`config.mk`:
```
export PLATFORM = sky130hd
export DESIGN_NAME = sma_iter_unit
export DESIGN_NICKNAME = d
export VERILOG_FILES = /design/src/rtl/core/sma_pkg.sv /design/src/rtl/core/sma_iter_unit.sv
export SDC_FILE = /design/constraint.sdc
export NUM_CORES = 2
export LEC_CHECK = 0
export BUFFER_PORTS_ARGS = -buffer_cell sky130_fd_sc_hd__buf_2
export CORE_MARGIN = 2
export CORE_UTILIZATION = 40
export DETAILED_ROUTE_END_ITERATION = 6
export SLEW_MARGIN = 10
export SYNTH_ARGS = -nofsm -noshare
export SYNTH_HDL_FRONTEND = slang
export SYNTH_SLANG_ARGS = --single-unit
```
`constraint.sdc`:
```
create_clock -name clk -period 11.1 [get_ports clk]
set_input_delay 2.22 -clock clk [delete_from_list [all_inputs] [get_ports clk]]
set_output_delay 2.22 -clock clk [all_outputs]
set_load 0.01 [all_outputs]
```
`src/rtl/core/sma_pkg.sv`:
```
// Package of opcodes, error codes and shared types for the stack machine ALU.
package sma_pkg;

    typedef enum logic [4:0] {
        OP_PUSH  = 5'd0,  OP_DROP = 5'd1,  OP_DUP  = 5'd2,  OP_SWAP = 5'd3,
        OP_ROT3  = 5'd4,  OP_ADD  = 5'd5,  OP_SUB  = 5'd6,  OP_MUL  = 5'd7,
        OP_DIV   = 5'd8,  OP_MOD  = 5'd9,  OP_AND  = 5'd10, OP_OR   = 5'd11,
        OP_XOR   = 5'd12, OP_NOT  = 5'd13, OP_SHL  = 5'd14, OP_SHR  = 5'd15,
        OP_POW   = 5'd16, OP_LT   = 5'd17, OP_GT   = 5'd18, OP_EQ   = 5'd19,
        OP_LAND  = 5'd20, OP_LOR  = 5'd21, OP_LNOT = 5'd22, OP_DEPTH = 5'd23
    } op_t;

    localparam logic [2:0] ERR_OK     = 3'd0;
    localparam logic [2:0] ERR_OVER   = 3'd1;
    localparam logic [2:0] ERR_UNDER  = 3'd2;
    localparam logic [2:0] ERR_DIVZ   = 3'd3;
    localparam logic [2:0] ERR_NEGEXP = 3'd4;

    // Operation codes of the shared iterative unit.
    typedef enum logic [1:0] {
        IU_MUL = 2'd0,
        IU_DIV = 2'd1,
        IU_POW = 2'd2
    } iu_op_t;

    // Request to the iterative unit.
    typedef struct packed {
        logic   start;
        iu_op_t op;
    } iu_req_t;

    // Number of operands that each opcode takes from the stack.
    function automatic logic [1:0] need_of(input logic [4:0] op);
        logic [1:0] n;
        case (op)
            OP_PUSH, OP_DEPTH:          n = 2'd0;
            OP_DROP, OP_DUP, OP_NOT,
            OP_LNOT:                    n = 2'd1;
            OP_ROT3:                    n = 2'd3;
            default:                    n = 2'd2;
        endcase
        return n;
    endfunction

endpackage

```
`src/rtl/core/sma_iter_unit.sv`:
```
// Shared iterative unit: shift-add multiply, restoring divide and square-multiply power.
module sma_iter_unit
    import sma_pkg::*;
(
    input  logic        clk,
    input  logic        rst_n,
    input  iu_req_t     req,
    input  logic [63:0] a,
    input  logic [63:0] b,
    output logic        done,
    output logic [63:0] quo,
    output logic [63:0] rem
);

    typedef enum logic [1:0] {
        S_IDLE,
        S_RUN,
        S_POWMUL,
        S_DONE
    } state_t;

    state_t      state_reg;
    iu_op_t      op_reg;
    logic [6:0]  cnt_reg;
    logic [63:0] acc_reg;
    logic [63:0] x_reg;
    logic [63:0] y_reg;
    logic [63:0] r_reg;
    logic        na_reg;
    logic        nb_reg;
    logic        pm_sq_reg;

    logic [64:0] trial;
    logic [63:0] sum;

    // One step: a trial subtraction for divide, an add for multiply.
    assign trial = {r_reg, x_reg[63]} - {1'b0, y_reg};
    assign sum   = acc_reg + (y_reg[0] ? x_reg : 64'd0);

    // Power uses a small inner shift-add multiply for each product.
    logic [63:0] pm_acc_reg;
    logic [63:0] pm_x_reg;
    logic [63:0] pm_y_reg;
    logic [6:0]  pm_cnt_reg;

    always_ff @(posedge clk or negedge rst_n)
    begin
        if (!rst_n)
        begin
            state_reg <= S_IDLE;
            done      <= 1'b0;
        end
        else
        begin
            done <= 1'b0;
            unique case (state_reg)
                S_IDLE:
                begin
                    if (req.start)
                    begin
                        op_reg  <= req.op;
                        cnt_reg <= 7'd64;
                        r_reg   <= 64'd0;
                        na_reg  <= a[63];
                        nb_reg  <= b[63];
                        unique case (req.op)
                            IU_DIV:
                            begin
                                x_reg <= a[63] ? (64'd0 - a) : a;
                                y_reg <= b[63] ? (64'd0 - b) : b;
                            end
                            IU_POW:
                            begin
                                acc_reg <= 64'd1;
                                x_reg   <= a;
                                y_reg   <= b;
                            end
                            default:
                            begin
                                acc_reg <= 64'd0;
                                x_reg   <= a;
                                y_reg   <= b;
                            end
                        endcase
                        state_reg <= S_RUN;
                    end
                end
                S_RUN:
                begin
                    unique case (op_reg)
                        IU_DIV:
                        begin
                            if (!trial[64])
                                r_reg <= trial[63:0];
                            else
                                r_reg <= {r_reg[62:0], x_reg[63]};
                            x_reg   <= {x_reg[62:0], ~trial[64]};
                            cnt_reg <= cnt_reg - 7'd1;
                            if (cnt_reg == 7'd1)
                                state_reg <= S_DONE;
                        end
                        IU_POW:
                        begin
                            if (y_reg == 64'd0)
                                state_reg <= S_DONE;
                            else
                            begin
                                // Multiply by the base if the low bit is set, then square.
                                pm_sq_reg  <= ~y_reg[0];
                                pm_acc_reg <= 64'd0;
                                pm_x_reg   <= y_reg[0] ? acc_reg : x_reg;
                                pm_y_reg   <= x_reg;
                                pm_cnt_reg <= 7'd64;
                                state_reg  <= S_POWMUL;
                            end
                        end
                        default:
                        begin
                            acc_reg <= sum;
                            x_reg   <= {x_reg[62:0], 1'b0};
                            y_reg   <= {1'b0, y_reg[63:1]};
                            cnt_reg <= cnt_reg - 7'd1;
                            if (cnt_reg == 7'd1 || y_reg[63:1] == 63'd0)
                                state_reg <= S_DONE;
                        end
                    endcase
                end
                S_POWMUL:
                begin
                    if (pm_cnt_reg == 7'd0 || pm_y_reg == 64'd0)
                    begin
                        if (pm_sq_reg)
                        begin
                            x_reg     <= pm_acc_reg;
                            y_reg     <= {1'b0, y_reg[63:1]};
                            state_reg <= S_RUN;
                        end
                        else
                        begin
                            acc_reg    <= pm_acc_reg;
                            pm_sq_reg  <= 1'b1;
                            pm_acc_reg <= 64'd0;
                            pm_x_reg   <= x_reg;
                            pm_y_reg   <= x_reg;
                            pm_cnt_reg <= 7'd64;
                        end
                    end
                    else
                    begin
                        pm_acc_reg <= pm_acc_reg + (pm_y_reg[0] ? pm_x_reg : 64'd0);
                        pm_x_reg   <= {pm_x_reg[62:0], 1'b0};
                        pm_y_reg   <= {1'b0, pm_y_reg[63:1]};
                        pm_cnt_reg <= pm_cnt_reg - 7'd1;
                    end
                end
                S_DONE:
                begin
                    done      <= 1'b1;
                    state_reg <= S_IDLE;
                end
                default:
                    state_reg <= S_IDLE;
            endcase
        end
    end

    // Sign correction of truncating division; multiply and power return the accumulator.
    always_comb
    begin
        if (op_reg == IU_DIV)
        begin
            quo = (na_reg != nb_reg) ? (64'd0 - x_reg) : x_reg;
            rem = na_reg ? (64'd0 - r_reg) : r_reg;
        end
        else
        begin
            quo = acc_reg;
            rem = 64'd0;
        end
    end

    a_done_pulse: assert property (@(posedge clk) disable iff (!rst_n)
        done |=> !done)
        else $error("iterative unit done held for two cycles");
    a_start_idle: assert property (@(posedge clk) disable iff (!rst_n)
        (req.start && state_reg == S_IDLE) |=> state_reg == S_RUN)
        else $error("iterative unit ignored a start");
    a_done_from_done: assert property (@(posedge clk) disable iff (!rst_n)
        done |-> $past(state_reg) == S_DONE)
        else $error("done raised outside the done state");

endmodule

```
== Yosys cells after proc, flatten, opt, wreduce, memory -nomap -nowiden ==
Index checks and enable logic that the tools add are counted.

* Bits in registers: 470
* Word-level logic and storage cells: 134

* Add/sub/neg operators: 9
* Equal/unequal tests: 22
* Muxes and demuxes: 66
* Bitwise logic cells: 2
* Reduce and logical (&&, ||, !) cells: 20

{| class="wikitable"
|+ Operator list
! kind !! count
|-
| $mux 64 || 36
|-
| $pmux 64 s2 || 6
|-
| $pmux 64 s3 || 3
|-
| $sub 1x64->64 const A || 4
|-
| $add 64x64->64 || 2
|-
| $logic_not 64->1 || 2
|-
| $sub 65x64->65 || 1
|-
| $logic_not 63->1 || 1
|-
| $mux 7 || 6
|-
| $pmux 7 s2 || 2
|-
| $ne 2x2->1 const B || 10
|-
| $reduce_and 5->1 || 3
|-
| $sub 7x1->7 const B || 2
|-
| $reduce_and 6->1 || 2
|-
| $mux 2 || 5
|-
| $eq 2x2->1 const B || 4
|-
| $pmux 2 s4 || 1
|-
| $reduce_and 4->1 || 2
|-
| $eq 7x1->1 const B || 1
|-
| $logic_not 7->1 || 1
|-
| $reduce_and 7->1 || 1
|-
| $eq 2x1->1 const B || 3
|-
| $ne 3x3->1 const B || 2
|-
| $mux 1 || 5
|-
| other kinds (11) || 14
|}

== Depth between registers and ports, before layout ==
* Depth in word-level cells: 5
* Gate-level depth with buffers: 17

== Worst setup path after synthesis ==
No wires, ideal clock.

* Path kind: input-to-reg
* Start: in req[2] (netlist name)
* End: reg x_reg[0], enable pin
* Arrival time: 12.385 ns
* Data required time: 10.272 ns
* Slack: -2.113 ns
* Cell stages on the path: 3
* Path buffers: 0
* Path through: nand2b_1 -> nand2_1 -> a2111oi_0

* Word-level cells in the longest chain between the ends: 2

{| class="wikitable"
|+ Ends and longest elaborated chain
! element !! line !! RTL
|-
| start, declared || sma_iter_unit.sv:7 || <nowiki>input iu_req_t req,</nowiki>
|-
| $ne 2x2->1 (no line) || - ||
|-
| $reduce_and 6->1 (no line) || - ||
|-
| end signal, assigned || sma_iter_unit.sv:69 || <nowiki>x_reg <= a[63] ? (64'd0 - a) : a;</nowiki>
|-
| end signal, assigned || sma_iter_unit.sv:97 || <nowiki>x_reg <= {x_reg[62:0], ~trial[64]};</nowiki>
|-
| end signal, assigned || sma_iter_unit.sv:120 || <nowiki>x_reg <= {x_reg[62:0], 1'b0};</nowiki>
|-
| end, declared || sma_iter_unit.sv:26 || <nowiki>logic [63:0] x_reg;</nowiki>
|}

No other way between the ends.
A chain may end at the register's enable or synchronous reset.

== Worst setup path in the final report ==
* Start: reg x_reg[6]
* End: out quo[58]

* Word-level cells in the longest chain between the ends: 3

{| class="wikitable"
|+ Ends and longest elaborated chain
! element !! line !! RTL
|-
| $sub 1x64->64 || sma_iter_unit.sv:172 || <nowiki>quo = (na_reg != nb_reg) ? (64'd0 - x_reg) : x_reg;</nowiki>
|-
| $mux 64 || sma_iter_unit.sv:172 ||
|-
| $mux 64 || sma_iter_unit.sv:170 || <nowiki>if (op_reg == IU_DIV)</nowiki>
|-
| end, declared || sma_iter_unit.sv:11 || <nowiki>output logic [63:0] quo,</nowiki>
|}

No other way between the ends.

==> impl_metrics.yaml <==
floorplanning:
  core_um2: 99700
  die_w_um: 321
  start_util_pct: 40.3
  ios: 262
  dieArea_um2: 103000
  die_y_um: 321
  rows: 116
cts:
  clkLatencyLatePin_ns: 0.69
  path_clk_slew_ns: 0.06
  cts_setup_buffers: 0
  cts_buffers: 59
  cts.sinks: 470
  cts_tree: "built"
  post_cts_resized: 0
  cts_max_path_buffers: 3
  cts_hold_buf: 0
  h-tree-depth: 2
  clockRootBuffer: "clkbuf_16"
global_routing:
  grt_first_pass_wirelength_um: 209000
  grt_max_degree: 137
  grt_antenna_before_repair: 15
  grt_remaining_overflow: 0
  track_usage_pct: 26.1
  grt_pass1_vias: 34422
place:
  place_inst: 6042
  gp_congestion: 0.971
  port_buffers: 261
  place_hpwl_um: 103000
routing:
  drt_iter0_drc: 3640
  drt-pass1-iter-count: 6
  routed_wl_um: 138000
  drc: 0
  vias_per_cell: 5.93
  route.detailed.wl_per_inst_um: 22.5
  ant_nets: 0
  vias: 36494
power_and_ir_drop:
  switching_share_pct: 49.3
  power.internal_w: 0.00776
  p_total_w: 0.0153
  clkPwrFrac_pct: 12.9
  p_sw_w: 0.00754
  p_seq_share_pct: 27.6
  comb_power_share_pct: 59.5
  p_per_area_nw_per_um2: 345
  leakage_nw: 17.7
  vdd_ir_drop_max_v: 0.000231
synth:
  synth_cell_types: 96
  synth.top_cell.area_share_pct: 34.9
  yosysWarnings: 0
  syn-num-nets: 5079
  synth-compound-area-share_pct: 21.6
  synth_area_um2: 40100
  dominantRegCellSynth: "edfxtp_1"
  synth_seq_cells: 470
  synth-edff-count: 467
  syn_avg_cell_area_um2: 8.47
  synth-xor-area-share_pct: 9.14
  seq_area_frac_synth_pct: 35.1
  synth-simple-area-share_pct: 20.1
  syn_inst: 4738
  async_flop_share_pct: 0.638
  synthMuxAreaShare_pct: 3.12
  synthAdderAreaFrac_pct: 6.54
  yosys.area.top_type: "edfxtp_1"
  synth_top_family_by_area: "compound AO/OA/AOI/OAI gates"
  ys_top_cells_by_area: "edfxtp_1 35%, ha_1 6.4%, a21oi_1 6.3%, nand2_1 4.8%, xnor2_1 4.8%"
sta:
  fin_hold_ws_ns: 0.542
  fin_tns_setup_ns: 0
  slew_headroom_pct: 16.5
  final.setup_skew_ns: 0.0503
  slew_violations: 0
  rsz0062_at_grt: "false"
  fin_crit_ns: 6.52
  hold_violations: 0
  finalSetupViolCount: 0
  worst_pin_slew_ns: 1.25
  timing.fmax_ghz: 0.153
  min_period_over_period_pct: 58.7
hold_path:
  min_path_type: "register to register"
  whs_endpoint: "pm_y_reg[48]"
  worstHoldStart: "pm_y_reg[49]"
  whs_path_depth: 2
layout:
  fin_util_pct: 44.4
  nets: 5146
  drive_above_1_share_pct: 9.44
  syn2layout_area_growth_pct: 10.4
  layout.cells.non_filler: 6155
critical_path:
  path_class: "register to output pin"
  cp.arrival_ns: 4.30
  reg2reg_depth: 16
  rr_endpoint: "acc_reg[60]"
  endpoint_kind: "output pin"
  reg2reg_setup_slack_ns: 5.46
  reg2reg_from: "y_reg[0]"
  start_kind: "register"
  crit_fanout: 8
  required_ns: 8.88
run:
  max_cap_violations: 0
outcome:
  status: "complete, no violations"
## power groups by stage
stage / combinational [W] / sequential (W) / clock (W)
floorplan: 0.00689 / 0.00375 / 0
global placement: 0.00893 / 0.00421 / 0
detailed placement: 0.00897 / 0.00423 / 0
CTS: 0.00903 / 0.00420 / 0.00200
global route: 0.0101 / 0.00430 / 0.00206
finish: 0.00910 / 0.00422 / 0.00197
## how the worst max path moves through the flow
stage | start | slack, ns | cells past startpoint | to
after global routing | x_reg[6] | 4.36 | 10 | quo[58]
after floorplan | req[2] | 1.05 | 3 | x_reg[0]
final | x_reg[6] | 4.58 | 10 | quo[58]
after CTS | x_reg[6] | 4.59 | 10 | quo[58]
after detailed placement | a[5] | 5.16 | 11 | x_reg[57]
after global placement | a[5] | 5.22 | 11 | x_reg[57]
## through the flow
stage	worst slack [ns]	instance area [um2]
6_report	4.58	44300
5_1_grt	4.36	44300
4_1_cts	4.59	44300
3_5_place_dp	5.16	42400
3_3_place_gp	5.22	42400
2_1_floorplan	1.05	40100
## final cells by class
type / count / area, um2
clock buffer: 67 / 1510
fill: 9896 / 55400
tap: 1298 / 1620
timing repair buffer: 304 / 1640
multi-input combinational: 3813 / 24400
antenna: 4 / 10.0
sequential: 470 / 14100
inverter: 157 / 592
clock inverter: 42 / 398
## per-layer routing
layer  global-route usage [%]  routed length [um]  vias up
met5                        0                  47        -
met4                     7.15                3600        8
met1                     35.8               60500    17622
met2                     42.6               63900     1275
met3                     4.02               10200      192
li1                         -                   -    17397
## Yosys cell counts (41+ instances only)
cell type	count
mux2i_1	125
ha_1	205
a21oi_1	509
a221oi_1	60
inv_1	157
nand4_1	60
o21ai_1	54
o31ai_1	52
a21o_1	107
xnor2_1	218
nor2_1	497
xor2_1	201
nor4_1	53
nand2_1	511
clkbuf_1	259
o21ai_0	235
and2_1	151
a211oi_1	85
o21bai_1	41
nor3_1	66
nand3_1	50
or3_1	43
edfxtp_1	467
nor2b_1	91
## cell families (layout without fill, tap and decap cells)
| group | count (synthesis) | count (layout) |
|---|---|---|
| compound gates | 1386 | 1386 |
| xor+xnor | 419 | 419 |
| fa+ha+maj | 208 | 208 |
| buf+inv | 455 | 570 |
| flops | 470 | 470 |
| mux | 125 | 125 |
| other cells | 0 | 4 |
| simple gates | 1675 | 1675 |
## cell usage in the layout, fill, tap and decap left out, types with 43 or more instances in the layout
master     instances
nand2_1          510
a21oi_1          507
nor2_1           496
edfxtp_1         467
buf_2            261
o21ai_0          235
xnor2_1          217
ha_1             201
xor2_1           200
inv_1            154
and2_1           149
mux2i_1          125
a21o_1           107
nor2b_1           91
a211oi_1          84
nor3_1            66
nand4_1           60
a221oi_1          60
clkbuf_16         59
o21ai_1           54
nor4_1            53
o31ai_1           52
nand3_1           50
or3_1             43
## critical path, cell delays in order, from the launching register on
cell,delay [ns]
edfxtp_1,0.47
or4_4,0.61
nor3_2,0.38
nand3_2,0.34
or3_4,0.50
nor4_4,0.37
nand3_1,0.27
o31ai_2,0.27
xor2_1,0.17
a21oi_1,0.08
buf_2,0.18
No activity file was read; power rests on OpenSTA's default activity.
